## config.mk

```make
export PLATFORM = sky130hd
export DESIGN_NAME = deq_out_flat
export DESIGN_NICKNAME = d
export VERILOG_FILES = /design/src/rtl/deq_pkg.sv /design/src/rtl/deq_if.sv /design/src/rtl/deq_out.sv /design/src/flat_wrapper.sv
export SDC_FILE = /design/constraint.sdc
export NUM_CORES = 1
export LEC_CHECK = 0
export ABC_AREA = 1
export ABC_CLOCK_PERIOD_IN_PS = 9110
export BUFFER_PORTS_ARGS = -buffer_cell sky130_fd_sc_hd__buf_2
export CAP_MARGIN = 20
export CORE_MARGIN = 2
export CORE_UTILIZATION = 40
export CTS_CLUSTER_DIAMETER = 200
export DETAILED_ROUTE_END_ITERATION = 8
export GPL_ROUTABILITY_DRIVEN = 1
export PLACE_DENSITY = 0.77
export SYNTH_ARGS = -nofsm -noshare
export SYNTH_HDL_FRONTEND = slang
export SYNTH_SLANG_ARGS = --single-unit
```

## constraint.sdc

```tcl
create_clock -name clk -period 9.11 [get_ports clk]
set_input_delay 0.4555 -clock clk [delete_from_list [all_inputs] [get_ports clk]]
set_output_delay 0.4555 -clock clk [all_outputs]
set_load 0.005 [all_outputs]
```

## src/rtl/deq_pkg.sv

```systemverilog
// Shared types and constants for the double-ended queue core.
// No dependencies; compiled first.
package deq_pkg;

  localparam int unsigned WORD_W = 32;
  localparam int unsigned KIND_W = 3;
  localparam int unsigned OCC_W  = 11;

  // Operation codes carried in the kind field; other codes act as look only.
  localparam logic [KIND_W-1:0] KIND_PUSH_FRONT = 3'd0;
  localparam logic [KIND_W-1:0] KIND_PUSH_BACK  = 3'd1;
  localparam logic [KIND_W-1:0] KIND_POP_FRONT  = 3'd2;
  localparam logic [KIND_W-1:0] KIND_POP_BACK   = 3'd3;
  localparam logic [KIND_W-1:0] KIND_LOOK       = 3'd4;

  localparam logic signed [WORD_W-1:0] EMPTY_WORD = -32'sd1;

  typedef struct packed {
    logic signed [WORD_W-1:0] popped_value;
    logic                     underflow;
    logic                     overflow;
    logic [OCC_W-1:0]         occupancy;
    logic                     is_empty;
    logic signed [WORD_W-1:0] front_word;
    logic signed [WORD_W-1:0] back_word;
  } deq_res_t;

endpackage

```

## src/rtl/deq_if.sv

```systemverilog


interface deq_out_if;
  import deq_pkg::*;
  logic                     valid;
  logic                     ready;
  logic signed [WORD_W-1:0] popped_value;
  logic                     underflow;
  logic                     overflow;
  logic [OCC_W-1:0]         occupancy;
  logic                     is_empty;
  logic signed [WORD_W-1:0] front_word;
  logic signed [WORD_W-1:0] back_word;

  modport source (output valid, output popped_value, output underflow, output overflow,
                  output occupancy, output is_empty, output front_word, output back_word,
                  input ready);
  modport sink   (input valid, input popped_value, input underflow, input overflow,
                  input occupancy, input is_empty, input front_word, input back_word,
                  output ready);
endinterface

```

## src/rtl/deq_out.sv

```systemverilog
// Output register for result items; frees the core while the sink stalls.
// Depends on deq_pkg and deq_out_if.
module deq_out
  import deq_pkg::*;
(
  input  logic      clk,
  input  logic      rst_n,
  input  deq_res_t  res_i,
  input  logic      res_vld_i,
  output logic      res_take_o,
  deq_out_if.source out_ch
);

  logic     vld_r;
  deq_res_t res_r;

  assign res_take_o = res_vld_i && (!vld_r || out_ch.ready);

  always_ff @(posedge clk) begin
    if (!rst_n) begin
      vld_r <= 1'b0;
    end else if (res_take_o) begin
      vld_r <= 1'b1;
    end else if (out_ch.ready) begin
      vld_r <= 1'b0;
    end
  end

  always_ff @(posedge clk) begin
    if (res_take_o) res_r <= res_i;
  end

  assign out_ch.valid        = vld_r;
  assign out_ch.popped_value = res_r.popped_value;
  assign out_ch.underflow    = res_r.underflow;
  assign out_ch.overflow     = res_r.overflow;
  assign out_ch.occupancy    = res_r.occupancy;
  assign out_ch.is_empty     = res_r.is_empty;
  assign out_ch.front_word   = res_r.front_word;
  assign out_ch.back_word    = res_r.back_word;

endmodule

```

## src/flat_wrapper.sv

```systemverilog
// flat-port wrapper written by rule: the top's interface ports become plain ports
module deq_out_flat import deq_pkg::*;
  (clk, rst_n, res_i, res_vld_i, res_take_o, out_ch_valid, out_ch_popped_value, out_ch_underflow, out_ch_overflow, out_ch_occupancy, out_ch_is_empty, out_ch_front_word, out_ch_back_word, out_ch_ready);
  deq_out_if out_ch_i ();
  input  logic clk;
  input  logic rst_n;
  input  deq_res_t res_i;
  input  logic res_vld_i;
  output logic res_take_o;
  output wire logic [$bits(out_ch_i.valid)-1:0] out_ch_valid;
  output wire logic [$bits(out_ch_i.popped_value)-1:0] out_ch_popped_value;
  output wire logic [$bits(out_ch_i.underflow)-1:0] out_ch_underflow;
  output wire logic [$bits(out_ch_i.overflow)-1:0] out_ch_overflow;
  output wire logic [$bits(out_ch_i.occupancy)-1:0] out_ch_occupancy;
  output wire logic [$bits(out_ch_i.is_empty)-1:0] out_ch_is_empty;
  output wire logic [$bits(out_ch_i.front_word)-1:0] out_ch_front_word;
  output wire logic [$bits(out_ch_i.back_word)-1:0] out_ch_back_word;
  input wire logic [$bits(out_ch_i.ready)-1:0] out_ch_ready;
  assign out_ch_valid = out_ch_i.valid;
  assign out_ch_popped_value = out_ch_i.popped_value;
  assign out_ch_underflow = out_ch_i.underflow;
  assign out_ch_overflow = out_ch_i.overflow;
  assign out_ch_occupancy = out_ch_i.occupancy;
  assign out_ch_is_empty = out_ch_i.is_empty;
  assign out_ch_front_word = out_ch_i.front_word;
  assign out_ch_back_word = out_ch_i.back_word;
  assign out_ch_i.ready = out_ch_ready;
  deq_out u_core (.clk(clk), .rst_n(rst_n), .res_i(res_i), .res_vld_i(res_vld_i), .res_take_o(res_take_o), .out_ch(out_ch_i));
endmodule
```

# Word level (Yosys, flattened, before mapping)
# Cells that the tools add are included.
# W data, S select, Z words.
dict set report classes {
  n_reduce_logical 4
  n_mux 2
}
# op n
set ops {}
lappend ops {{$mux W1} 2}
lappend ops {{$reduce_bool A2 Y1} 1}
lappend ops {{$logic_and A1 B1 Y1} 1}
lappend ops {{$logic_not A1 Y1} 1}
lappend ops {{$logic_or A1 B1 Y1} 1}
dict set report totals {
  word_cells 14
  ff_bits 111
}

# Logic depth before layout (Yosys ltp)
dict set report depth {
  depth_word 4
  depth_mapped 3
  mapped_depth_nobuf 3
}

# Worst setup path after synthesis
# No wires, ideal clock.
dict set report synth_timing {
  path_kind {input to register}
  startpoint {input port res_vld_i}
  endpoint {register u_core.res_r (netlist bit u_core.out_ch.back_word[0]), enable pin}
  slack_ns 2.603
  arrival_time_ns 5.889
  t_required_ns 8.492
  path_buffers 0
  stages 2
  cell_sequence {inv_1 a21oi_1}
}
dict set report synth_between {
  elab_chain_cells 1
}
# item line
set synth_rtl {}
lappend synth_rtl {{start: declaration} flat_wrapper.sv:8} ;# input logic res_vld_i;
lappend synth_rtl {{$logic_and A1 B1 Y1} deq_out.sv:17} ;# assign res_take_o = res_vld_i && (!vld_r || out_ch.ready);
lappend synth_rtl {{named net res_take_o} flat_wrapper.sv:9} ;# output logic res_take_o;
lappend synth_rtl {{end signal: assignment} deq_out.sv:30} ;# if (res_take_o) res_r <= res_i;
lappend synth_rtl {{end: declaration} deq_out.sv:15} ;# deq_res_t res_r;
# The timed path passes the listed nets, and every way through them passes these cells.
# A chain may end at the register's enable or synchronous reset.

# Worst setup path after layout
dict set report layout_timing {
  startpoint {register u_core.vld_r, in the netlist u_core.out_ch.valid}
  endpoint {output port res_take_o}
}
dict set report layout_between {
  elab_chain_cells 3
}
# item line
set layout_rtl {}
lappend layout_rtl {{start: declaration} deq_out.sv:14} ;# logic vld_r;
lappend layout_rtl {{start signal: assignment} deq_out.sv:21} ;# vld_r <= 1'b0;
lappend layout_rtl {{start signal: assignment} deq_out.sv:23} ;# vld_r <= 1'b1;
lappend layout_rtl {{start signal: assignment} deq_out.sv:25} ;# vld_r <= 1'b0;
lappend layout_rtl {{$logic_not A1 Y1} deq_out.sv:17}
lappend layout_rtl {{$logic_or A1 B1 Y1} deq_out.sv:17}
lappend layout_rtl {{$logic_and A1 B1 Y1} deq_out.sv:17}
lappend layout_rtl {{end: declaration} flat_wrapper.sv:9}
# Every way passes these cells.

==> flow_summary.json <==
{
  "regToRegSetupSlack_ps": 6950,
  "worstPathRequired_ps": 8650,
  "path_clk_slew_ps": 100,
  "cellLeakagePower_nw": 2.06,
  "cp.arrival_ps": 2380,
  "crit_type": "register to output port",
  "maxCapViolCount": 0,
  "run_status": "completed",
  "cts.path.max_buffers": 2,
  "dr.pass1.iters": 4,
  "hold_buffers": 0,
  "post_cts_resized": 0,
  "drc": 0,
  "cts_tree": "done",
  "setup_tns_ps": 0,
  "cts_inserted_buffers": 9,
  "synth_area_um2": 3350,
  "num_vias": 2005,
  "layout_min_cycle_time_ps": 2830,
  "die_w_um": 95.6,
  "synthTopCellsByArea": "edfxtp_1 (98%), dfxtp_1 (0.60%), a21oi_2 (0.26%)",
  "ys_warn_count": 0,
  "overflow": 0,
  "rsz0062_at_grt": "false",
  "fin_nets": 469,
  "place_congestion": 0.684,
  "drv_slew": 0,
  "finClkSkew_ps": 10.0,
  "syn_to_final_growth_pct": 43.2,
  "finalHoldViolations": 0,
  "track_usage_pct": 14.6,
  "min_path_type": "input pin to register",
  "synth_top_area_share_pct": 98.5,
  "antenna_left": 0,
  "port_buffers": 225,
  "wire_per_inst_um": 14.9,
  "worstMarginPinSlew_ps": 691,
  "use_met3_pct": 6.72,
  "yosys.area.top_type": "edfxtp_1",
  "cts_setup_buffers": 0,
  "drive_gt1_share_pct": 67.8,
  "p_per_area_nw_per_um2": 192,
  "finalCritPeriodShare_pct": 31.1,
  "post-dp-hpwl_mm": 5.35,
  "synth_nets": 231,
  "met2_usage_pct": 24.2,
  "ios": 226,
  "wirelength_mm": 6.94,
  "syn_inst": 117,
  "clock_latency_ps": 350,
  "avgSynthCellArea_um2": 28.7,
  "core-area_um2": 8180,
  "grt_most_used_layer": "met2",
  "vias_per_cell": 4.31,
  "grt_max_degree": 60,
  "path_max_fanout": 59,
  "cts_max_level": 3,
  "use_met1_pct": 15.4,
  "crit_path_end_kind": "output port",
  "fmax_mhz": 353,
  "antenna_found_initial": 0,
  "die_h_um": 95.6,
  "drt_iter0_markers": 53,
  "finalSetupViolCount": 0,
  "dpl.cell_count": 449,
  "n_antenna_cell": 0,
  "grt_pass1_wl_mm": 9.63,
  "clock-sinks": 111,
  "initial_core_util_pct": 41.0,
  "ctsRootBufferMaster": "clkbuf_8",
  "layoutNonFillerInstCount": 465,
  "ys_seq_area_share_pct": 99.1,
  "max_slew_margin_pct": 53.9,
  "fill_cells": 666,
  "netlist-cell-type-count": 7,
  "grt_pass1_vias": 1982,
  "startpoint_type": "register",
  "ir_drop_v": 0.000104,
  "whs_ps": 270,
  "ys_seq_elements": 111,
  "dieArea_um2": 9130,
  "num_rows": 33
}
flip-flops by register name, summed over array words and instances (netlist names):
signal / cells
u_core.out_ch.back_word: 32
u_core.out_ch.front_word: 32
u_core.out_ch.popped_value: 32
u_core.out_ch.underflow: 1
u_core.out_ch.occupancy: 11
u_core.out_ch.is_empty: 1
u_core.out_ch.valid: 1
u_core.out_ch.overflow: 1
critical path, cell delays in order, from the launching register on:
cell and delay, ps:
dfxtp_1 370, a21oi_4 150, buf_4 530, buf_4 670, buf_2 230
Yosys cell counts:
master / n
a21oi_1: 1
a21oi_2: 1
dfxtp_1: 1
edfxtp_1: 110
inv_1: 2
inv_2: 1
nand2_2: 1
path summary, 6_finish.rpt:
check	start	endpoint	depth (start not counted)
max	u_core.out_ch.valid$_SDFFE_PN0P_	res_take_o	4
min	res_i[13]	u_core.out_ch.back_word[13]$_DFFE_PP_	1
max reg2reg	u_core.out_ch.valid$_SDFFE_PN0P_	u_core.out_ch.popped_value[30]$_DFFE_PP_	3
min reg2reg	u_core.out_ch.valid$_SDFFE_PN0P_	u_core.out_ch.valid$_SDFFE_PN0P_	2
cell families (layout without fill, tap and decap cells):
logic type             Yosys count  after routing  synth area share (%)
flip-flops                     111            111                  99.1
buffers and inverters            3            246                 0.336
AO/OA/AOI/OAI                    2              2                 0.410
AND/OR/NAND/NOR                  1              1                 0.187
per-layer routing:
layer	share of wire (%)	up-vias
met2	50	142
met5	0	-
met1	35	912
met4	1.9	0
li1	-	939
met3	13	12
through the flow:
step	area [um^2]	utilization, %	worst slack [ps]	total power [mW]
2_1_floorplan	3350	-	2600	0.635
5_1_grt	4800	58.8	6100	0.962
6_report	4800	58.8	6280	0.922
3_3_place_gp	4640	56.7	6500	0.684
4_1_cts	4800	58.8	6230	0.936
3_5_place_dp	4640	56.7	6420	0.687
cells in the final DEF, fill, tap and decap left out:
cell type	instances
a21oi_2	1
clkbuf_1	2
edfxtp_1	110
clkinvlp_4	3
inv_1	2
clkbuf_8	9
inv_2	1
clkinv_4	1
buf_2	225
buf_4	2
dfxtp_1	1
clkinv_1	1
nand2_2	1
a21oi_4	1
area by class of cell:
cell class	instances	area, um^2	share of cell area, %
clock buffer	11	131	2.73
clock inverter	5	35.0	0.729
inverter	3	11.3	0.234
multi-input combinational	3	31.3	0.651
sequential	111	3320	69.2
tap	105	131	2.73
timing repair buffer	227	1140	23.7
power breakdown:
part,internal (mW),switching (mW),leakage (nW)
Sequential,0.597,0.00700,1.07
Clock,0.0993,0.149,0.0732
Combinational,0.0357,0.0337,0.918
(Power assumes the default switching activity.)
